**src/hdl/impedance_gain_scheduler_core_defines.svh**
```systemverilog
// ----------------------------------------------------------------------------
// Impedance gain scheduler assertion macros
// Shared concurrent assertion forms, clocked on clk and disabled in reset.
// ----------------------------------------------------------------------------
`ifndef IMPEDANCE_GAIN_SCHEDULER_CORE_DEFINES_SVH
`define IMPEDANCE_GAIN_SCHEDULER_CORE_DEFINES_SVH

// Same-cycle implication.
`define IGS_ASSERT_IMPL(lbl, ante, cons, msg) \
    lbl: assert property (@(posedge clk) disable iff (!rst_n) (ante) |-> (cons)) \
        else $error(msg);

// Next-cycle implication.
`define IGS_ASSERT_NEXT(lbl, ante, cons, msg) \
    lbl: assert property (@(posedge clk) disable iff (!rst_n) (ante) |=> (cons)) \
        else $error(msg);

`endif

```
**src/hdl/igs_pkg.sv**
```systemverilog
// ----------------------------------------------------------------------------
// Impedance gain scheduler package
// Field widths, register indexes, fixed-point constants and shared types.
// ----------------------------------------------------------------------------
`default_nettype none

package igs_pkg;

    // Field widths.
    localparam int PHASE_W = 2;
    localparam int K_W     = 18;
    localparam int POS_W   = 18;
    localparam int T_W     = 20;
    localparam int D_W     = 17;
    localparam int MASS_W  = 12;
    localparam int FAC_W   = 8;
    localparam int DEC_W   = 16;
    localparam int IDX_W   = 3;
    localparam int CFG_W   = 18;

    // Datapath widths.
    localparam int GAIN_W  = 17;
    localparam int KT_W    = K_W + T_W;
    localparam int KD_W    = K_W + DEC_W;
    localparam int NUM_W   = KT_W + GAIN_W;
    localparam int QUO_W   = 24;
    localparam int SCL_W   = 24;
    localparam int S_W     = 14;
    localparam int DIVR_W  = SCL_W + S_W;
    localparam int MR_W    = MASS_W + 16;

    // Phase codes.
    localparam logic [PHASE_W-1:0] PH_FREE     = 2'd0;
    localparam logic [PHASE_W-1:0] PH_INTERACT = 2'd1;
    localparam logic [PHASE_W-1:0] PH_RECOVER  = 2'd2;

    // Register indexes.
    localparam logic [IDX_W-1:0] REG_DEFAULT_K = 3'd0;
    localparam logic [IDX_W-1:0] REG_MIN_K     = 3'd1;
    localparam logic [IDX_W-1:0] REG_MAX_K     = 3'd2;
    localparam logic [IDX_W-1:0] REG_HEIGHT    = 3'd3;
    localparam logic [IDX_W-1:0] REG_MASS      = 3'd4;
    localparam logic [IDX_W-1:0] REG_OVERDAMP  = 3'd5;
    localparam logic [IDX_W-1:0] REG_DECAY     = 3'd6;

    // Constants: growth gain in Q1.16, interval limit, time scale, damping limit.
    localparam logic [GAIN_W-1:0] GAIN_Q16  = 17'd84157;
    localparam logic [T_W-1:0]    T_MAX     = 20'd1000000;
    localparam logic [SCL_W-1:0]  T_SCALE   = 24'd16000000;
    localparam logic [D_W-1:0]    DAMP_MAX  = 17'd131071;
    localparam logic [FAC_W-1:0]  FAC_TWO   = 8'd2;

    // Mass square root sequencer states.
    typedef enum logic [1:0] {
        RS_IDLE,
        RS_LOAD,
        RS_STEP,
        RS_SCALE
    } igs_root_state_t;

    // Sideband carried through the divider.
    typedef struct packed {
        logic [K_W-1:0] k;
        logic           grow;
        logic           interact;
    } igs_div_side_t;

    // Sideband carried through the square root pipeline.
    typedef struct packed {
        logic [K_W-1:0] k;
        logic           interact;
    } igs_sqrt_side_t;

endpackage

`default_nettype wire

```
**src/hdl/igs_sqrt_pipe.sv**
```systemverilog
// ----------------------------------------------------------------------------
// Pipelined integer square root
// One root bit per stage, floor result, sideband carried alongside.
// ----------------------------------------------------------------------------
`default_nettype none

module igs_sqrt_pipe #(
    parameter int RAD_W = 30
) (
    input  logic                   clk,
    input  logic                   rst_n,
    input  logic                   en,
    input  logic                   in_valid,
    input  logic [RAD_W-1:0]       rad,
    input  igs_pkg::igs_sqrt_side_t in_side,
    output logic                   out_valid,
    output logic [(RAD_W+1)/2-1:0] root,
    output igs_pkg::igs_sqrt_side_t out_side
);

    import igs_pkg::*;

    localparam int RW    = (RAD_W + 1) / 2;
    localparam int PAD_W = 2 * RW;

    logic [RW-1:0]     vld_reg;
    logic [PAD_W-1:0]  rad_reg  [RW];
    logic [RW+1:0]     rem_reg  [RW];
    logic [RW-1:0]     root_reg [RW];
    igs_sqrt_side_t    side_reg [RW];

    genvar s;
    generate
        for (s = 0; s < RW; s++)
        begin : g_stage
            logic [PAD_W-1:0] rad_in;
            logic [RW+1:0]    rem_in;
            logic [RW-1:0]    root_in;
            igs_sqrt_side_t   side_in;
            logic             vld_in;
            logic [RW+1:0]    rem_try;
            logic [RW+1:0]    trial;
            logic             ge;

            if (s == 0)
            begin : g_first
                assign rad_in  = PAD_W'(rad);
                assign rem_in  = '0;
                assign root_in = '0;
                assign side_in = in_side;
                assign vld_in  = in_valid;
            end
            else
            begin : g_next
                assign rad_in  = rad_reg[s-1];
                assign rem_in  = rem_reg[s-1];
                assign root_in = root_reg[s-1];
                assign side_in = side_reg[s-1];
                assign vld_in  = vld_reg[s-1];
            end

            // Bring down two radicand bits and try the next root bit.
            assign rem_try = {rem_in[RW-1:0], rad_in[PAD_W-1 -: 2]};
            assign trial   = {root_in, 2'b01};
            assign ge      = (rem_try >= trial);

            always_ff @(posedge clk or negedge rst_n)
            begin
                if (!rst_n)
                begin
                    vld_reg[s] <= 1'b0;
                end
                else if (en)
                begin
                    vld_reg[s] <= vld_in;
                end
            end

            always_ff @(posedge clk)
            begin
                if (en)
                begin
                    rad_reg[s]  <= rad_in << 2;
                    rem_reg[s]  <= ge ? (rem_try - trial) : rem_try;
                    root_reg[s] <= {root_in[RW-2:0], ge};
                    side_reg[s] <= side_in;
                end
            end
        end
    endgenerate

    assign out_valid = vld_reg[RW-1];
    assign root      = root_reg[RW-1];
    assign out_side  = side_reg[RW-1];

endmodule

`default_nettype wire

```
**config.mk**
```make
export PLATFORM = sky130hd
export DESIGN_NAME = igs_sqrt_pipe
export DESIGN_NICKNAME = d
export VERILOG_FILES = /design/src/hdl/impedance_gain_scheduler_core_defines.svh /design/src/hdl/igs_pkg.sv /design/src/hdl/igs_sqrt_pipe.sv
export SDC_FILE = /design/constraint.sdc
export NUM_CORES = 1
export LEC_CHECK = 0
export BUFFER_PORTS_ARGS = -buffer_cell sky130_fd_sc_hd__buf_2
export CAP_MARGIN = 20
export CORE_ASPECT_RATIO = 1.25
export CORE_UTILIZATION = 30
export CTS_CLUSTER_DIAMETER = 60
export DETAILED_ROUTE_END_ITERATION = 12
export PLACE_DENSITY_LB_ADDON = 0.12
export SETUP_SLACK_MARGIN = 0.2
export SLEW_MARGIN = 15
export SYNTH_ARGS = -nofsm -noshare
export SYNTH_HDL_FRONTEND = slang
export SYNTH_SLANG_ARGS = --single-unit
```
**constraint.sdc**
```tcl
create_clock -name clk -period 4.68 [get_ports clk]
set_input_delay 0.234 -clock clk [delete_from_list [all_inputs] [get_ports clk]]
set_output_delay 0.234 -clock clk [all_outputs]
set_load 0.01 [all_outputs]
```
* Word level (Yosys, flattened, before mapping) *
Memory sizes are Yosys's and may differ from the RTL's.
Cells that the tools add are included.

cells by class
  add/subtract/negate cells = 15
  $lt $le $gt $ge = 15
  mux-type cells = 17

operator list
  kind                                                                number
  2-to-1 mux 17 bit                                                   15
  greater-or-equal comparator 17 bit                                  14
  subtractor 17 bit                                                   14
  subtractor 2 x 1 -> 3 bit (second input constant)                   1
  greater-or-equal comparator 2 x 1 -> 1 bit (second input constant)  1
  2-to-1 mux 1 bit                                                    2

storage, ports and cells
  register bits = 15
  memory bits (writable) = 1,185
  input port bits = 53
  output and inout bits = 35
  logic and storage cells = 66
  memories = 4

memory list
  memory    depth  width  rd ports  clocked after Yosys merged registers in  write ports  line                 text
  rad_reg   15     28     14        0                                        15           igs_sqrt_pipe.sv:27  logic [PAD_W-1:0] rad_reg [RW];
  side_reg  15     19     15        0                                        15           igs_sqrt_pipe.sv:30  igs_sqrt_side_t side_reg [RW];
  rem_reg   15     17     14        0                                        15           igs_sqrt_pipe.sv:28  logic [RW+1:0] rem_reg [RW];
  root_reg  15     15     15        0                                        15           igs_sqrt_pipe.sv:29  logic [RW-1:0] root_reg [RW];

* Depth between registers and ports, before layout *
An unclocked memory read counts as a cell.

  depth after elaboration = 3
  mapped depth = 11
  gate-level depth less buffers = 9

* Least setup slack after synthesis *
OpenSTA, ideal clock, no wires.

  kind = reg2reg
  from = memory rem_reg[0][85] in the netlist's numbering
  to = memory rem_reg[0][115] in the netlist's numbering (data pin)
  setup time = 0.258 ns
  arrival = 2.210 ns
  data required time = 4.422 ns
  setup slack = 2.212 ns
  stages on the path, launching flop included = 8
  path buffers = 0
  period minus slack after synthesis = 2.468 ns
  cells stage by stage = edfxtp_1 > ha_1 > o21a_1 > or4_4 > a31oi_4 > nand2b_2 > or4b_4 > xnor2_2

RTL lines
  element          line
  start, declared  igs_sqrt_pipe.sv:28

==> results.json <==
{
  "status": "finished, final reports clean",
  "reg2reg_slack_ns": 1.54,
  "finalClockSkew_ns": 0.05058,
  "numCtsBuffers": 93,
  "pwr-share-seq_pct": 50.1,
  "initial_core_util_pct": 30.34,
  "ios": 88,
  "core_area_um2": 110100,
  "cts_tree": "done",
  "syn_area_um2": 33400,
  "grt_pass1_wl_um": 91560,
  "cp_slowest_cell": "nor4b_4",
  "cp-start-kind": "flop",
  "drt_wl_total_um": 56910,
  "final_cell_mix": "810 x edfxtp_1, 163 x inv_1, 134 x ha_1",
  "fin_cells": 3853,
  "wl_met1_um": 21470,
  "synth.yosys.warnings": 0,
  "ys_async_sr_fraction_pct": 1.818,
  "tns_ns": 0,
  "path_max_fanout": 20,
  "first_pass_iters": 5,
  "pwr-share-comb_pct": 12.3,
  "nNetsFinal": 2516,
  "hold_class": "input pin to flop",
  "path_buf_inv": 0,
  "arrival_ns": 3.56,
  "powerDensity_nw_per_um2": 476.4,
  "synth_cells": 2105,
  "insertion_delay_ns": 0.68,
  "setup_viol": 0,
  "wl_met3_um": 2125,
  "htree_levels": 3,
  "viasPerCell": 4.443,
  "rsz0062_at_grt": "false",
  "cp_cell_sequence": "ha_1 > o21ai_0 > a22oi_1 > and2b_1 > nor4b_4 > mux2_2",
  "wl_per_cell_um": 14.77,
  "syn_nets": 2292,
  "tightest_slew_ns": 1.017,
  "path_clk_slew_ns": 0.06,
  "p_int_mw": 14.22,
  "p_leak_nw": 14.57,
  "synth_ff_type": "edfxtp_1",
  "dp_cells": 3630,
  "die_w_um": 300.5,
  "fmax_ghz": 0.3180,
  "clockRootBuffer": "clkbuf_16",
  "clockBufferDepth": 3,
  "yosys_register_bits": 825,
  "drv_slew": 0,
  "max_stage_delay_ns": 0.90,
  "area_delta_synth_final_pct": 17.51,
  "worst-setup-path-type": "flop to flop",
  "avgSynthCellArea_um2": 15.87,
  "synth_edf_count": 810,
  "p_switching_mw": 4.484,
  "fin_crit_ns": 3.144,
  "fillers": 10400,
  "vias": 17120,
  "dieArea_um2": 112700,
  "layout-drive-gt1-share_pct": 12.69,
  "ir_worst_vdd_uv": 273.0,
  "swShare_pct": 23.98,
  "synth_cell_types": 80,
  "grt_usage_pct": 10.21,
  "cts.sinks": 825,
  "drc": 0,
  "antenna_left": 0,
  "diodes": 0,
  "antenna_found_initial": 0,
  "required_ns": 5.10,
  "gp_congestion": 0.8963,
  "timing.final.crit_share_pct": 67.18,
  "wl_met2_um": 31030,
  "final_common_cell": "edfxtp_1",
  "numPortBuffers": 87,
  "yosysSeqAreaShare_pct": 73.94,
  "post-cts-setup-buffers": 0,
  "max-cap-violations": 0,
  "clock_power_share_pct": 37.6,
  "num_rows": 136,
  "gr-total-overflow": 0,
  "finalHoldViolCount": 0,
  "cp-end-kind": "flop",
  "crit_family": "simple AND/OR/NAND/NOR gates",
  "highest_layer": "met4",
  "p_total_mw": 18.70,
  "dp_hpwl_um": 37440,
  "largest_reg_flops": 285,
  "relSlewSlack_pct": 31.88,
  "drt_iter0_drc": 808,
  "dieHeight_um": 375.1,
  "grt_pass1_vias": 17960,
  "grt_max_degree": 102
}
-- metrics by stage --
step           area, µm²  utilization [%]  hold WS (ns)  setup slack (ns)
3_3_place_gp       35740            32.46        0.1359             1.566
6_report           39250            35.65        0.1568             1.536
2_1_floorplan      33400                -      -0.06159             2.212
3_5_place_dp       35750            32.47        0.1576             1.495
4_1_cts            39250            35.65        0.1150             1.456
5_1_grt            39250            35.65        0.1583             1.284
-- routing by layer --
metal	global-route usage (%)	vias to the layer above
met3	2.074	141
met4	5.670	0
met1	10.25	8282
li1	-	8389
met2	19.33	306
met5	0	-
-- area by class of cell --
cell class                      count  area [µm²]  share of cell area, %
Clock buffer                      121        2475                  6.305
Clock inverter                     49       500.5                  1.275
Inverter                          165       619.3                  1.578
Multi-Input combinational cell   1089        7945                  20.24
Sequential cell                   825       24700                  62.92
Tap cell                         1449        1813                  4.619
Timing Repair Buffer              155        1201                  3.060
-- power groups by stage --
stage	Clock (mW)	Sequential, mW	Combinational, mW
floorplan	0	9.40	1.66
global placement	0	9.51	2.24
detailed placement	0	9.53	2.29
CTS	7.37	9.37	2.34
global route	7.63	9.44	2.60
finish	7.03	9.36	2.31
-- synth_stat cells, types with 23 or more instances --
library cell	n	area, µm²
nor2b_1	23	143.9
o21ai_0	75	375.4
xor2_1	46	402.9
o21a_1	29	217.7
nor2_1	111	416.7
nand3_1	26	130.1
a21oi_1	103	515.5
nor3_1	39	195.2
a21o_1	38	285.3
inv_1	163	611.8
edfxtp_1	810	24320
xnor2_1	85	744.5
mux2_2	52	585.6
nand2_1	67	251.5
nand2b_1	26	162.7
nand4_1	23	143.9
ha_1	134	1677
-- kinds of logic after synthesis --
group | synth area share (%)
buf+inv | 2.300
xor+xnor | 3.484
mux | 2.023
simple gates | 6.660
other cells | 0.01123
compound gates | 6.563
flops | 73.94
fa+ha+maj | 5.019
-- worst paths after layout --
path	to	cells after the start	from
min in group asynchronous	g_stage[12].vld_in	3	rst_n
max in group asynchronous	g_stage[7].vld_in	3	rst_n
hold reg to reg	rad_reg[1][19]	0	rad_reg[0][213]
setup / recovery	rem_reg[0][123]	6	rem_reg[0][103]
hold / removal	side_reg[0][10]	1	en
setup reg to reg	rem_reg[0][123]	6	rem_reg[0][103]
-- what timing repair did --
action                                  CTS  global route
gates resized for setup                   0             0
endpoints found under the hold margin    66             0
hold buffers                             53             0
endpoints found under the setup margin    0             0
-- worst register-to-register path: stages (launching register included) --
cell and delay [ns]:
edfxtp_1 0.42, ha_1 0.39, o21ai_0 0.31, a22oi_1 0.20, and2b_1 0.26, nor4b_4 0.90
mux2_2 0.42
No activity file was read; power rests on OpenSTA's default activity.
