## src/hdl/impedance_gain_scheduler_core_defines.svh

```systemverilog
// ----------------------------------------------------------------------------
// Impedance gain scheduler assertion macros
// Shared concurrent assertion forms, clocked on clk and disabled in reset.
// ----------------------------------------------------------------------------
`ifndef IMPEDANCE_GAIN_SCHEDULER_CORE_DEFINES_SVH
`define IMPEDANCE_GAIN_SCHEDULER_CORE_DEFINES_SVH

// Same-cycle implication.
`define IGS_ASSERT_IMPL(lbl, ante, cons, msg) \
    lbl: assert property (@(posedge clk) disable iff (!rst_n) (ante) |-> (cons)) \
        else $error(msg);

// Next-cycle implication.
`define IGS_ASSERT_NEXT(lbl, ante, cons, msg) \
    lbl: assert property (@(posedge clk) disable iff (!rst_n) (ante) |=> (cons)) \
        else $error(msg);

`endif

```

## src/hdl/igs_pkg.sv

```systemverilog
// ----------------------------------------------------------------------------
// Impedance gain scheduler package
// Field widths, register indexes, fixed-point constants and shared types.
// ----------------------------------------------------------------------------
`default_nettype none

package igs_pkg;

    // Field widths.
    localparam int PHASE_W = 2;
    localparam int K_W     = 18;
    localparam int POS_W   = 18;
    localparam int T_W     = 20;
    localparam int D_W     = 17;
    localparam int MASS_W  = 12;
    localparam int FAC_W   = 8;
    localparam int DEC_W   = 16;
    localparam int IDX_W   = 3;
    localparam int CFG_W   = 18;

    // Datapath widths.
    localparam int GAIN_W  = 17;
    localparam int KT_W    = K_W + T_W;
    localparam int KD_W    = K_W + DEC_W;
    localparam int NUM_W   = KT_W + GAIN_W;
    localparam int QUO_W   = 24;
    localparam int SCL_W   = 24;
    localparam int S_W     = 14;
    localparam int DIVR_W  = SCL_W + S_W;
    localparam int MR_W    = MASS_W + 16;

    // Phase codes.
    localparam logic [PHASE_W-1:0] PH_FREE     = 2'd0;
    localparam logic [PHASE_W-1:0] PH_INTERACT = 2'd1;
    localparam logic [PHASE_W-1:0] PH_RECOVER  = 2'd2;

    // Register indexes.
    localparam logic [IDX_W-1:0] REG_DEFAULT_K = 3'd0;
    localparam logic [IDX_W-1:0] REG_MIN_K     = 3'd1;
    localparam logic [IDX_W-1:0] REG_MAX_K     = 3'd2;
    localparam logic [IDX_W-1:0] REG_HEIGHT    = 3'd3;
    localparam logic [IDX_W-1:0] REG_MASS      = 3'd4;
    localparam logic [IDX_W-1:0] REG_OVERDAMP  = 3'd5;
    localparam logic [IDX_W-1:0] REG_DECAY     = 3'd6;

    // Constants: growth gain in Q1.16, interval limit, time scale, damping limit.
    localparam logic [GAIN_W-1:0] GAIN_Q16  = 17'd84157;
    localparam logic [T_W-1:0]    T_MAX     = 20'd1000000;
    localparam logic [SCL_W-1:0]  T_SCALE   = 24'd16000000;
    localparam logic [D_W-1:0]    DAMP_MAX  = 17'd131071;
    localparam logic [FAC_W-1:0]  FAC_TWO   = 8'd2;

    // Mass square root sequencer states.
    typedef enum logic [1:0] {
        RS_IDLE,
        RS_LOAD,
        RS_STEP,
        RS_SCALE
    } igs_root_state_t;

    // Sideband carried through the divider.
    typedef struct packed {
        logic [K_W-1:0] k;
        logic           grow;
        logic           interact;
    } igs_div_side_t;

    // Sideband carried through the square root pipeline.
    typedef struct packed {
        logic [K_W-1:0] k;
        logic           interact;
    } igs_sqrt_side_t;

endpackage

`default_nettype wire

```

## src/hdl/igs_root_unit.sv

```systemverilog
// ----------------------------------------------------------------------------
// Mass square root sequencer
// Computes 16e6 * floor(sqrt(mass << 16)) one root bit per cycle.
// ----------------------------------------------------------------------------
`default_nettype none

module igs_root_unit #(
    parameter int SQRT_BITS = 32
) (
    input  logic                       clk,
    input  logic                       rst_n,
    input  logic                       start,
    input  logic [igs_pkg::MASS_W-1:0] mass,
    output logic                       busy,
    output logic [igs_pkg::DIVR_W-1:0] divisor
);

    import igs_pkg::*;

    localparam int SAT_W = (SQRT_BITS < MR_W) ? SQRT_BITS : MR_W;
    localparam int RW    = (SAT_W + 1) / 2;
    localparam int PAD_W = 2 * RW;
    localparam int CNT_W = (RW > 1) ? $clog2(RW) : 1;
    localparam logic [MR_W-1:0] RAD_LIM = MR_W'((64'd1 << SAT_W) - 64'd1);

    igs_root_state_t   state_reg, state_next;
    logic [PAD_W-1:0]  rad_reg, rad_next;
    logic [RW+1:0]     rem_reg, rem_next;
    logic [RW-1:0]     root_reg, root_next;
    logic [CNT_W-1:0]  cnt_reg, cnt_next;
    logic [DIVR_W-1:0] div_reg, div_next;

    logic [MASS_W-1:0] mass_nz;
    logic [MR_W-1:0]   rad_full;
    logic [RW+1:0]     rem_try;
    logic [RW+1:0]     trial;

    // Radicand: mass taken as at least one, shifted and saturated.
    assign mass_nz  = (mass == '0) ? MASS_W'(1) : mass;
    assign rad_full = {mass_nz, 16'b0};
    assign rem_try  = {rem_reg[RW-1:0], rad_reg[PAD_W-1 -: 2]};
    assign trial    = {root_reg, 2'b01};

    // State register.
    always_ff @(posedge clk or negedge rst_n)
    begin
        if (!rst_n)
        begin
            state_reg <= RS_LOAD;
        end
        else
        begin
            state_reg <= state_next;
        end
    end

    // Datapath registers.
    always_ff @(posedge clk)
    begin
        rad_reg  <= rad_next;
        rem_reg  <= rem_next;
        root_reg <= root_next;
        cnt_reg  <= cnt_next;
        div_reg  <= div_next;
    end

    // Next state and datapath.
    always_comb
    begin
        state_next = state_reg;
        rad_next   = rad_reg;
        rem_next   = rem_reg;
        root_next  = root_reg;
        cnt_next   = cnt_reg;
        div_next   = div_reg;
        unique case (state_reg)
            RS_IDLE:
            begin
            end
            RS_LOAD:
            begin
                rad_next   = (rad_full > RAD_LIM) ? PAD_W'(RAD_LIM) : PAD_W'(rad_full);
                rem_next   = '0;
                root_next  = '0;
                cnt_next   = CNT_W'(RW - 1);
                state_next = RS_STEP;
            end
            RS_STEP:
            begin
                rad_next = rad_reg << 2;
                if (rem_try >= trial)
                begin
                    rem_next  = rem_try - trial;
                    root_next = {root_reg[RW-2:0], 1'b1};
                end
                else
                begin
                    rem_next  = rem_try;
                    root_next = {root_reg[RW-2:0], 1'b0};
                end
                cnt_next = cnt_reg - CNT_W'(1);
                if (cnt_reg == '0)
                begin
                    state_next = RS_SCALE;
                end
            end
            RS_SCALE:
            begin
                div_next   = DIVR_W'(T_SCALE) * DIVR_W'(S_W'(root_reg));
                state_next = RS_IDLE;
            end
            default:
            begin
                state_next = RS_LOAD;
            end
        endcase
        if (start)
        begin
            state_next = RS_LOAD;
        end
    end

    assign busy    = (state_reg != RS_IDLE);
    assign divisor = div_reg;

endmodule

`default_nettype wire

```

## config.mk

```make
export PLATFORM = sky130hd
export DESIGN_NAME = igs_root_unit
export DESIGN_NICKNAME = d
export VERILOG_FILES = /design/src/hdl/impedance_gain_scheduler_core_defines.svh /design/src/hdl/igs_pkg.sv /design/src/hdl/igs_root_unit.sv
export SDC_FILE = /design/constraint.sdc
export NUM_CORES = 1
export LEC_CHECK = 0
export ABC_AREA = 1
export BUFFER_PORTS_ARGS = -buffer_cell sky130_fd_sc_hd__buf_4
export CAP_MARGIN = 20
export CELL_PAD_IN_SITES_DETAIL_PLACEMENT = 0
export CELL_PAD_IN_SITES_GLOBAL_PLACEMENT = 1
export CORE_MARGIN = 8
export CORE_UTILIZATION = 48
export CTS_CLUSTER_DIAMETER = 120
export DETAILED_ROUTE_END_ITERATION = 12
export PLACE_DENSITY_LB_ADDON = 0.1
export SETUP_SLACK_MARGIN = 0.3
export SLEW_MARGIN = 0
export SYNTH_ARGS = -nofsm -noshare
export SYNTH_HDL_FRONTEND = slang
export SYNTH_SLANG_ARGS = --single-unit
```

## constraint.sdc

```tcl
create_clock -name clk -period 5.37 [get_ports clk]
set_input_delay 0.537 -clock clk [delete_from_list [all_inputs] [get_ports clk]]
set_output_delay 0.537 -clock clk [all_outputs]
set_load 0.05 [all_outputs]
```

After elaboration in Yosys (flattened, before gate mapping)
Cells that the tools add are included.
{ "op_classes": {"n_addsub": 2, "n_mul": 1, "order_cmp": 2, "eq_ne": 4, "mux": 11, "n_reduce_logical": 6} }
{ "ops": {"columns": ["cell", "count"], "rows": [
  ["$pmux 14 s2", 2],
  ["$pmux 28 s2", 1],
  ["$gt 28x28->1 const B", 1],
  ["$mul 14x14->28 const A", 1],
  ["$mux 28", 1],
  ["$ge 16x16->1", 1],
  ["$mux 14", 1],
  ["$sub 14x14->14", 1],
  ["$logic_not 12->1", 1],
  ["$mux 12", 1],
  ["$pmux 4 s2", 1],
  ["$pmux 2 s3", 1],
  ["$eq 2x2->1 const B", 2],
  ["$logic_not 4->1", 1],
  ["$mux 2", 2],
  ["$reduce_bool 2->1", 2],
  ["$reduce_bool 4->1", 1],
  ["$sub 4x1->4 const B", 1],
  ["$ne 3x3->1 const B", 1],
  ["$eq 2x1->1 const B", 1],
  ["$reduce_and 2->1", 1],
  ["$mux 1", 1]
]} }
{ "word_totals": {"register_bits": 90, "inputBits": 15, "output_inout_bits": 39, "word_cells": 32} }

Longest topological paths before layout
{ "depth": {"word_depth": 5, "depth_mapped": 19, "ltp_nobuf": 19} }

Worst setup path before layout
OpenSTA, ideal clock, no wires.
{ "synth_path": {"path_type": "register to register", "start": "register root_reg[2]", "end": "register div_reg[33] (netlist: divisor[33]) (data pin)", "setup_ps": 253, "t_arrival_ps": 4279, "path_slack_ps": 838, "path_stages_with_launch": 16, "path_buffers": 0, "cell_sequence": "edfxtp_1 fa_1 inv_1 fa_1 inv_1 ha_1 fa_1 fa_1 ha_1 ha_1 a21oi_1 o21ai_0 o21ai_0 nand3_1 nand2_1 nand2_1"} }
{ "synth_via": {"elab_chain_len": 1} }
{ "synth_rtl": {"columns": ["element", "line", "source"], "rows": [
  ["from (decl)", "igs_root_unit.sv:29", "logic [RW-1:0] root_reg, root_next;"],
  ["from (signal assigned)", "igs_root_unit.sv:62", "root_reg <= root_next;"],
  ["$mul 14x14->28", "igs_root_unit.sv:109", "div_next = DIVR_W'(T_SCALE) * DIVR_W'(S_W'(root_reg));"],
  ["to (signal assigned)", "igs_root_unit.sv:64", "div_reg <= div_next;"],
  ["to (decl)", "igs_root_unit.sv:31", "logic [DIVR_W-1:0] div_reg, div_next;"]
]} }
No other way between the ends.
A chain may end at the register's enable or synchronous reset.

Worst setup path after layout
{ "layout_path": {"start": "register root_reg[2]", "end": "register div_reg[35] (netlist: divisor[35]) (data pin)"} }
The elaborated chain is that of the path after synthesis.

==> results.toml <==
[global_route]
grt_max_degree = 45
grt_pass1_vias = 6018
antenna_found_initial = 0
grt_first_pass_wirelength_um = 29200
grt_overflow_total = 0
grt_usage_pct = 18.5

[clock_network]
cts_sinks = 74
cts_buffer_depth = 2
cts.clk_slew.worst_paths_ps = 70
cts_made_buffers = 9
h-tree-depth = 3
clk_latency_ps = 340
cts_tree = "done"
root_buffer = "clkbuf_16"

[logic_synthesis]
synth_edf_count = 72
yosys_warnings = 0
synth_area_leader_cell = "edfxtp_1"
yosysTopAreaCellShare_pct = 28.4
synth_area_per_cell_um2 = 8.54
yosys-top-cells-count = "201 x nand2_1, 183 x inv_1, 127 x ha_1"
synth_seq_cells = 74
ys_seq_area_share_pct = 29.1
netlist_area_mm2 = 0.00760
synthFlopType = "edfxtp_1"
synthDistinctLibCells = 40
synthTopCellsByArea = "edfxtp_1 28%, ha_1 21%, fa_1 12%"
synthArstFlopShare_pct = 2.70
synth_most_common_cell = "nand2_1"
syn_inst = 890

[worst_setup_path]
worstSetupStartpointType = "register"
worstSetupEndpointType = "register"
r2r_cells = 16
worstPathRequired_ps = 5470
critical_path_class = "reg -> reg"
worstPathMaxFanout = 6
critical_path_arrival_ps = 4960

[sta]
worstMarginPinSlew_ps = 1020
fin_crit_sh_pct = 90.4
rsz0062_at_grt = "yes"
finalCriticalPeriod_ps = 4850
slew_headroom_pct = 32.3
worst_clock_skew_ps = 9.53
setup_viol = 0
tns_ps = 0
slew_violations = 0
max_freq_ghz = 0.206
final-hold-violation-count = 0

[layout]
nNetsFinal = 1139
area_growth_syn_to_layout_pct = 12.5
finalInstanceArea_mm2 = 0.00855
drive_above_1_share_pct = 10.3
largest_reg_flops = 28
diodes = 0

[hold_path]
min_path_type = "in -> reg"
holdPathStages = 3

[drt]
drtPass1Iterations = 4
drcViolationCount = 0
post_drt_wl_per_cell_um = 15.1
drt_iter0_drc = 365
routed_wirelength_um = 17800
antenna_left = 0
vias = 5808
via_per_inst = 4.95

[floorplanning]
rows = 46
start_util_pct = 48.5
core_area_mm2 = 0.0157
io_pins = 54
die_h_um = 142
die_x_um = 142
dieArea_mm2 = 0.0201

[run]
cap_viol_max_count = 0

[placement]
placed_area_mm2 = 0.00815
place.gp.congestion = 0.889
io_buffers = 43
dpl.hpwl_um = 14600

[run_status]
status = "completed"
-- per-stage QoR --
| stage | std cells | util [%] | worst slack, ps | hold WS, ps |
|---|---|---|---|---|
| after floorplan | 899 | - | 838 | 241 |
| after global placement | 1145 | 52.0 | 341 | 319 |
| after detailed placement | 1145 | 52.0 | 339 | 320 |
| after CTS | 1162 | 54.0 | 313 | 457 |
| after global routing | 1174 | 54.6 | 283 | 478 |
| final | 1174 | 54.6 | 517 | 466 |
-- layout by cell type (no fill, tap or decap), types with 18 or more instances in the layout --
| cell | instances |
|---|---|
| a21oi_1 | 37 |
| buf_4 | 60 |
| edfxtp_1 | 72 |
| fa_1 | 44 |
| ha_1 | 126 |
| inv_1 | 183 |
| nand2_1 | 201 |
| nand3_1 | 34 |
| nor2_1 | 61 |
| o21ai_0 | 18 |
-- worst paths after layout --
path | startpoint | endpoint | slack [ps]
worst max-delay path | root_reg[2] | divisor[35] | 520
worst min-delay path | mass[8] | rad_reg[24] | 470
worst max register to register | root_reg[2] | divisor[35] | 520
worst min register to register | rad_reg[16] | rad_reg[18] | 530
max in group asynchronous | rst_n | state_reg[0] | 4680
min in group asynchronous | rst_n | state_reg[1] | 510
-- timing repair --
action / in CTS / in global routing
hold buffers: 1 / 0
endpoints found under the setup margin: 0 / 10
endpoints found under the hold margin: 1 / 0
buffers inserted: 0 / 12
resized for setup: 0 / 4
-- kinds of logic after synthesis --
family / Yosys count / share of synthesized area [%]
fa+ha+maj: 171 / 32.5
flops: 74 / 29.1
other cells: 1 / 0.0493
xor+xnor: 24 / 2.77
compound gates: 67 / 4.66
buf+inv: 205 / 10.9
simple gates: 348 / 20.0
-- routing by layer --
metal	vias up	wire length [um]	global-route usage [%]	part of all wire, %
li1	2957	-	-	-
met5	-	0	0	0
met1	2721	7830	21.7	44
met3	35	512	2.69	2.9
met4	0	624	8.88	3.5
met2	95	8810	32.6	50
-- critical path, stage by stage (launching register included) --
cell and delay [ps]:
edfxtp_1 510, fa_1 600, inv_1 70, fa_1 500, inv_1 40, ha_1 290, fa_1 470, fa_1 440
ha_1 290, ha_1 380, nand2_1 140, nor2_2 210, inv_1 80, o21ai_0 310, nand2_1 120, nand4_1 90
nand2_1 60
-- cell type report --
cell class                 instances  area [um^2]
clock buffer                      10          239
clock inverter                     6         66.3
fill                            1513         7100
inverter                         186          701
multi-input combinational        620         4600
sequential                        74         2210
tap                              216          270
timing repair buffer              62          465
Power is not shown: default switching activity piles up to over one toggle a cycle in this logic, so the estimate is an artifact.
