$ cat config.mk
export PLATFORM = sky130hd
export DESIGN_NAME = igs_div_pipe
export DESIGN_NICKNAME = d
export VERILOG_FILES = /design/src/hdl/igs_pkg.sv /design/src/hdl/igs_div_pipe.sv
export VERILOG_INCLUDE_DIRS = /design/src /design/src/hdl
export SDC_FILE = /design/constraint.sdc
export NUM_CORES = 2
export LEC_CHECK = 0
export ABC_CLOCK_PERIOD_IN_PS = 4400
export BUFFER_PORTS_ARGS = -buffer_cell sky130_fd_sc_hd__buf_2
export CORE_MARGIN = 5
export CORE_UTILIZATION = 55
export DETAILED_ROUTE_END_ITERATION = 6
export GPL_TIMING_DRIVEN = 0
export PLACE_DENSITY = 0.7
export SETUP_SLACK_MARGIN = 0.5
export SLEW_MARGIN = 20
export SYNTH_ARGS = -nofsm -noshare
export SYNTH_HDL_FRONTEND = slang
export SYNTH_SLANG_ARGS = --single-unit
$ cat constraint.sdc
create_clock -name clk -period 4.4 [get_ports clk]
set_input_delay 0.44 -clock clk [delete_from_list [all_inputs] [get_ports clk]]
set_output_delay 0.44 -clock clk [all_outputs]
set_load 0.05 [all_outputs]
$ cat src/hdl/impedance_gain_scheduler_core_defines.svh
// ----------------------------------------------------------------------------
// Impedance gain scheduler assertion macros
// Shared concurrent assertion forms, clocked on clk and disabled in reset.
// ----------------------------------------------------------------------------
`ifndef IMPEDANCE_GAIN_SCHEDULER_CORE_DEFINES_SVH
`define IMPEDANCE_GAIN_SCHEDULER_CORE_DEFINES_SVH

// Same-cycle implication.
`define IGS_ASSERT_IMPL(lbl, ante, cons, msg) \
    lbl: assert property (@(posedge clk) disable iff (!rst_n) (ante) |-> (cons)) \
        else $error(msg);

// Next-cycle implication.
`define IGS_ASSERT_NEXT(lbl, ante, cons, msg) \
    lbl: assert property (@(posedge clk) disable iff (!rst_n) (ante) |=> (cons)) \
        else $error(msg);

`endif

$ cat src/hdl/igs_pkg.sv
// ----------------------------------------------------------------------------
// Impedance gain scheduler package
// Field widths, register indexes, fixed-point constants and shared types.
// ----------------------------------------------------------------------------
`default_nettype none

package igs_pkg;

    // Field widths.
    localparam int PHASE_W = 2;
    localparam int K_W     = 18;
    localparam int POS_W   = 18;
    localparam int T_W     = 20;
    localparam int D_W     = 17;
    localparam int MASS_W  = 12;
    localparam int FAC_W   = 8;
    localparam int DEC_W   = 16;
    localparam int IDX_W   = 3;
    localparam int CFG_W   = 18;

    // Datapath widths.
    localparam int GAIN_W  = 17;
    localparam int KT_W    = K_W + T_W;
    localparam int KD_W    = K_W + DEC_W;
    localparam int NUM_W   = KT_W + GAIN_W;
    localparam int QUO_W   = 24;
    localparam int SCL_W   = 24;
    localparam int S_W     = 14;
    localparam int DIVR_W  = SCL_W + S_W;
    localparam int MR_W    = MASS_W + 16;

    // Phase codes.
    localparam logic [PHASE_W-1:0] PH_FREE     = 2'd0;
    localparam logic [PHASE_W-1:0] PH_INTERACT = 2'd1;
    localparam logic [PHASE_W-1:0] PH_RECOVER  = 2'd2;

    // Register indexes.
    localparam logic [IDX_W-1:0] REG_DEFAULT_K = 3'd0;
    localparam logic [IDX_W-1:0] REG_MIN_K     = 3'd1;
    localparam logic [IDX_W-1:0] REG_MAX_K     = 3'd2;
    localparam logic [IDX_W-1:0] REG_HEIGHT    = 3'd3;
    localparam logic [IDX_W-1:0] REG_MASS      = 3'd4;
    localparam logic [IDX_W-1:0] REG_OVERDAMP  = 3'd5;
    localparam logic [IDX_W-1:0] REG_DECAY     = 3'd6;

    // Constants: growth gain in Q1.16, interval limit, time scale, damping limit.
    localparam logic [GAIN_W-1:0] GAIN_Q16  = 17'd84157;
    localparam logic [T_W-1:0]    T_MAX     = 20'd1000000;
    localparam logic [SCL_W-1:0]  T_SCALE   = 24'd16000000;
    localparam logic [D_W-1:0]    DAMP_MAX  = 17'd131071;
    localparam logic [FAC_W-1:0]  FAC_TWO   = 8'd2;

    // Mass square root sequencer states.
    typedef enum logic [1:0] {
        RS_IDLE,
        RS_LOAD,
        RS_STEP,
        RS_SCALE
    } igs_root_state_t;

    // Sideband carried through the divider.
    typedef struct packed {
        logic [K_W-1:0] k;
        logic           grow;
        logic           interact;
    } igs_div_side_t;

    // Sideband carried through the square root pipeline.
    typedef struct packed {
        logic [K_W-1:0] k;
        logic           interact;
    } igs_sqrt_side_t;

endpackage

`default_nettype wire

$ cat src/hdl/igs_div_pipe.sv
// ----------------------------------------------------------------------------
// Pipelined restoring divider
// One quotient bit per stage; the caller must hold the divisor steady, the block does not enforce it.
// ----------------------------------------------------------------------------
`default_nettype none

`include "impedance_gain_scheduler_core_defines.svh"

module igs_div_pipe (
    input  logic                       clk,
    input  logic                       rst_n,
    input  logic                       en,
    input  logic                       in_valid,
    input  logic [igs_pkg::NUM_W-1:0]  num,
    input  logic [igs_pkg::DIVR_W-1:0] div,
    input  igs_pkg::igs_div_side_t     in_side,
    output logic                       out_valid,
    output logic [igs_pkg::QUO_W-1:0]  quot,
    output igs_pkg::igs_div_side_t     out_side
);

    import igs_pkg::*;

    localparam int CMP_W = DIVR_W + QUO_W;

    logic [QUO_W-1:0]  vld_reg;
    logic [NUM_W-1:0]  rem_reg  [QUO_W];
    logic [QUO_W-1:0]  quo_reg  [QUO_W];
    igs_div_side_t     side_reg [QUO_W];

    genvar s;
    generate
        for (s = 0; s < QUO_W; s++)
        begin : g_stage
            logic [NUM_W-1:0]    rem_in;
            logic [QUO_W-1:0]    quo_in;
            igs_div_side_t       side_in;
            logic                vld_in;
            logic [CMP_W-1:0]    div_sh;
            logic                ge;

            if (s == 0)
            begin : g_first
                assign rem_in  = num;
                assign quo_in  = '0;
                assign side_in = in_side;
                assign vld_in  = in_valid;
            end
            else
            begin : g_next
                assign rem_in  = rem_reg[s-1];
                assign quo_in  = quo_reg[s-1];
                assign side_in = side_reg[s-1];
                assign vld_in  = vld_reg[s-1];
            end

            // Compare against the divisor aligned to this quotient bit.
            assign div_sh = CMP_W'(div) << (QUO_W - 1 - s);
            assign ge     = (CMP_W'(rem_in) >= div_sh);

            always_ff @(posedge clk or negedge rst_n)
            begin
                if (!rst_n)
                begin
                    vld_reg[s] <= 1'b0;
                end
                else if (en)
                begin
                    vld_reg[s] <= vld_in;
                end
            end

            always_ff @(posedge clk)
            begin
                if (en)
                begin
                    rem_reg[s]  <= ge ? NUM_W'(CMP_W'(rem_in) - div_sh) : rem_in;
                    quo_reg[s]  <= {quo_in[QUO_W-2:0], ge};
                    side_reg[s] <= side_in;
                end
            end
        end
    endgenerate

    assign out_valid = vld_reg[QUO_W-1];
    assign quot      = quo_reg[QUO_W-1];
    assign out_side  = side_reg[QUO_W-1];

    // The quotient must have fit its width, leaving a remainder below the divisor.
    `IGS_ASSERT_IMPL(a_rem_below_div, out_valid, CMP_W'(rem_reg[QUO_W-1]) < CMP_W'(div), "divider remainder not below divisor")

endmodule

`default_nettype wire

* Yosys cells after proc, flatten, opt, wreduce, memory -nomap -nowiden
Memory sizes are Yosys's and may differ from the RTL's.
Cells that the tools add are included.
W data, S select, Z words.
** Storage, ports and cells
- Input bits :: 117
- Logic and storage cells :: 101
- Output and inout port bits :: 45
- Bits in writable memories :: 2376
- Flip-flop bits (word level) :: 24
- Memories :: 3
** Memories
- rem_reg :: words 24, width 55, rd ports 23, clocked after memory_dff 0, wr ports 24, line igs_div_pipe.sv:27 : logic [NUM_W-1:0] rem_reg [QUO_W];
- quo_reg :: words 24, width 24, rd ports 24, clocked after memory_dff 0, wr ports 24, line igs_div_pipe.sv:28 : logic [QUO_W-1:0] quo_reg [QUO_W];
- side_reg :: words 24, width 20, rd ports 24, clocked after memory_dff 0, wr ports 24, line igs_div_pipe.sv:29 : igs_div_side_t side_reg [QUO_W];
** Operators by class
- Add/subtract/negate cells :: 24
- Multiplexer cells :: 26
- $lt $le $gt $ge :: 24
** Operator list (count)
- $mux W55 :: 24
- $sub A55 B55 Y55 :: 7
- $ge A55 B61 Y1 :: 1
- $ge A55 B60 Y1 :: 1
- $ge A55 B59 Y1 :: 1
- $ge A55 B58 Y1 :: 1
- $ge A55 B57 Y1 :: 1
- $ge A55 B56 Y1 :: 1
- $ge A55 B38 Y1 :: 1
- $ge A55 B39 Y1 :: 1
- $ge A55 B40 Y1 :: 1
- $ge A55 B41 Y1 :: 1
- $ge A55 B42 Y1 :: 1
- $ge A55 B43 Y1 :: 1
- $ge A55 B44 Y1 :: 1
- $ge A55 B45 Y1 :: 1
- $ge A55 B46 Y1 :: 1
- $ge A55 B47 Y1 :: 1
- $ge A55 B48 Y1 :: 1
- $ge A55 B49 Y1 :: 1
- $ge A55 B50 Y1 :: 1
- $ge A55 B51 Y1 :: 1
- $ge A55 B52 Y1 :: 1
- $ge A55 B53 Y1 :: 1
- 20 further kinds :: 21

* Depth between registers and ports, before layout
An unclocked memory read counts as a cell.
- Depth in word-level cells :: 3
- Mapped depth :: 18
- Mapped depth without buffers :: 16

* Worst setup path after synthesis
OpenSTA, ideal clock, no wires.
- Path kind :: input port to flip-flop
- Start point :: input div[1] in the netlist's numbering
- End point :: memory rem_reg[1][418] in the netlist's numbering, data pin
- Stages :: 17
- Path slack :: -0.020 ns
- Data arrival time :: 4.159 ns
- Path buffers :: 2
- Data required time :: 4.139 ns
- Cells stage by stage :: inv_1 ha_1 nor2b_1 o31a_1 o31a_1 o31ai_4 a21oi_4 a31oi_4 o31ai_4 a22oi_1 o21ai_2 a21boi_2 inv_2 buf_2 buf_2 o31ai_1 nand2_1
** RTL lines
- start, declared :: line igs_div_pipe.sv:15 : input logic [igs_pkg::DIVR_W-1:0] div,
- end, declared :: line igs_div_pipe.sv:27

==> results.md <==
* Fmax at 0.255 GHz
* Io pins at 162
* Syn avg cell area at 11.2 sq um
* Area of the multi-input gates at 58500 sq um
* Vias per cell at 6.16
* Sink Count at 2069
* Seq/Total Area, Yosys at 51.4%
* Die Ht at 478 microns
* Die area at 229000 sq um
* Max reg flops at 1265
* Hold slack at 0.0787 ns
* Hold Fails Final Rpt at 0
* CP Capture Type: register
* Syn Inst Count at 10.7k
* Asr flop ratio synth at 1.16%
* Via count at 89.4k
* RSZ-0062 raised after global routing: true
* Pwr per Cell Area at 628 nW/um^2
* # rows at 172
* Leakage at 54.2 nW
* Post-synth EDFFs at 2045
* Share of the synthesized area in the top cell type at 50.9%
* Drt pass-1 iters at 6
* Num CTS Buffers at 215
* Critical path launch point type: input port
* Number of global-route vias before repair at 85.5k
* Final TNS setup at 0 ns
* Largest cells by area after synthesis: edfxtp_1 (51%), ha_1 (9.2%), a21oi_1 (4.2%)
* Slew at the pin with the worst max-slew slack at 1.01 ns
* GP Congestion at 0.930
* Most frequent cells in the layout: edfxtp_1 (2045), a21oi_1 (960), ha_1 (873), nand2_1 (840), nor2_1 (720)
* Routed Antenna Nets at 0
* Final HPWL DP at 248 mm
* Clock latency on the worst-skew pair at 0.89 ns
* Register Area at 62000 sq um
* Initial antenna violation count at 18
* Core area at 219000 sq um
* Status: finished, final reports clean
* Clock Pin Slew Worst Setup and Hold Paths at 0.06 ns
* # fillers at 17.0k
* Tmin final at 3.92 ns
* Synth Net Count at 11.8k
* DRC at 0
* Worst Skew at 0.0700 ns
* Synthesized flop and latch total at 2069
* Initial Util at 55.1%
* Netlist Area Pre-Place at 121000 sq um
* Placed inst area at 127000 sq um
* Root buf cell: clkbuf_16
* Prevailing post-synth register cell: edfxtp_1
* Largest net degree at the start of global routing at 156
* I/O Buffers at 161
* Post-route design area at 139000 sq um
* Slew margin rel. at 32.1%
* Synth unique cells at 116
* Max-cap violations at 0
* DIE WIDTH at 478 microns
* Area grow syn2layout at 15.6%
* Largest area contributor in the synthesized netlist: edfxtp_1
* DR WL/cell at 23.6 microns
* Setup CP Type: in2reg
* R2R depth at 17
* Gr ovfl total at 0
* Max VDD drop at 0.000499 V
* Yosys warnings at 0
* Clock tree buffer depth at 3
* Setup-failing EPs final at 0
* Critical Path AT at 4.55 ns
* Clock H-tree levels at 4
* Final period utilization at 89.2%
* Commonest non-fill, non-tap cell in the layout: edfxtp_1
* Hold Path Depth at 2
* Crit-path max FO at 13
* CTS tree: yes
* Routed Wire Length at 342 mm
* Crit path required time at 5.03 ns
* Hold Path Class: in2reg
* Nets at 12.5k
* First-pass GRT wire length at 509 mm
* DR iter-0 viols at 8848
* GRT Overall Usage at 28.7%
* Layout cell share with drive strength beyond 1 at 14.4%
* Max Slew Vio Count at 0
==> layout make-up <==
type	count	share of cell area, %
inverters	310	0.897
diodes	4	0.00718
multi-input cells	8051	41.9
clock inverters	153	1.39
clock buffers	248	3.96
repair buffers	482	3.37
well taps	2871	2.58
flip-flops and latches	2069	44.5
plain buffers	317	1.39
==> layer usage <==
layer	vias up	track usage [%]	part of all wire [%]
met2	3104	45.3	45
li1	42100	-	-
met3	641	3.91	6.7
met5	-	0	0.0099
met1	43500	41.0	44
met4	6	10.1	4.0
==> path summary, 6_finish.rpt <==
check | startpoint | end | slack [ns]
setup reg to reg | rem_reg[0][184] | rem_reg[0][257] | 0.48
min in group asynchronous | rst_n | g_stage[19].vld_in | 0.55
max in group asynchronous | rst_n | g_stage[21].vld_in | 2.84
hold reg to reg | side_reg[1][17] | side_reg[1][37] | 0.36
setup / recovery | div[1] | rem_reg[0][108] | 0.48
hold / removal | en | side_reg[1][45] | 0.08
==> cell families (layout without fill, tap and decap cells) <==
logic type | count (synthesis) | in the layout | share of synthesized area [%]
muxes | 301 | 301 | 2.83
buffers and inverters | 627 | 1510 | 2.09
adders and majority gates | 914 | 914 | 9.62
AOI/OAI and AO/OA | 3051 | 3051 | 15.9
xor gates and xnor gates | 881 | 881 | 6.40
and+or+nand+nor | 2904 | 2904 | 11.7
DFF | 2069 | 2069 | 51.4
other | 0 | 4 | 0
==> report_power, final <==
group,internal (W),switching (W)
sequential,0.0280,0.00301
combinational,0.0160,0.0217
clock,0.0109,0.00807
total,0.0548,0.0328
==> synth_stat cells (164+ instances only) <==
master,instances
nor2_1,743
nand2_1,846
nand3_1,217
nor3_1,164
clkbuf_1,222
xnor2_1,528
xor2_1,353
edfxtp_1,2045
a21oi_1,1023
inv_1,307
nand4_1,175
o21ai_0,638
mux2_2,264
a21o_1,538
ha_1,891
==> critical path: stages <==
cell and delay [ns]:
buf_16 0.21, clkinvlp_4 0.11, buf_4 0.17, buf_4 0.17
buf_4 0.25, ha_1 0.35, nor2b_1 0.15, o21ba_2 0.21
nor3_2 0.27, o31ai_1 0.18, a2111oi_2 0.33, buf_4 0.19
o21ai_1 0.11, o31a_1 0.31, a31o_2 0.31, a31oi_1 0.21
o21bai_1 0.10, xor2_1 0.15, mux2_2 0.27
==> through the flow <==
stage | power, W | util (%) | instances | worst slack (ns)
6_report | 0.0876 | 63.7 | 14500 | 0.475
5_1_grt | 0.0928 | 63.7 | 14500 | 0.343
4_1_cts | 0.0861 | 62.6 | 14400 | 0.371
3_5_place_dp | 0.0658 | 57.8 | 13800 | -2.92
3_3_place_gp | 0.0663 | 57.2 | 13800 | -28.27
2_1_floorplan | 0.0562 | - | 10700 | 0.191
==> what timing repair did <==
item / in CTS / in global routing
pin swaps: 88 / 148
hold buffers: 82 / 1
endpoints found under the setup margin: 1152 / 998
hold endpoints to repair: 130 / 1
setup buffers: 83 / 90
gates resized for setup: 332 / 425
gates cloned: 6 / 9
Note: power is estimated with default switching activity, not from simulation.
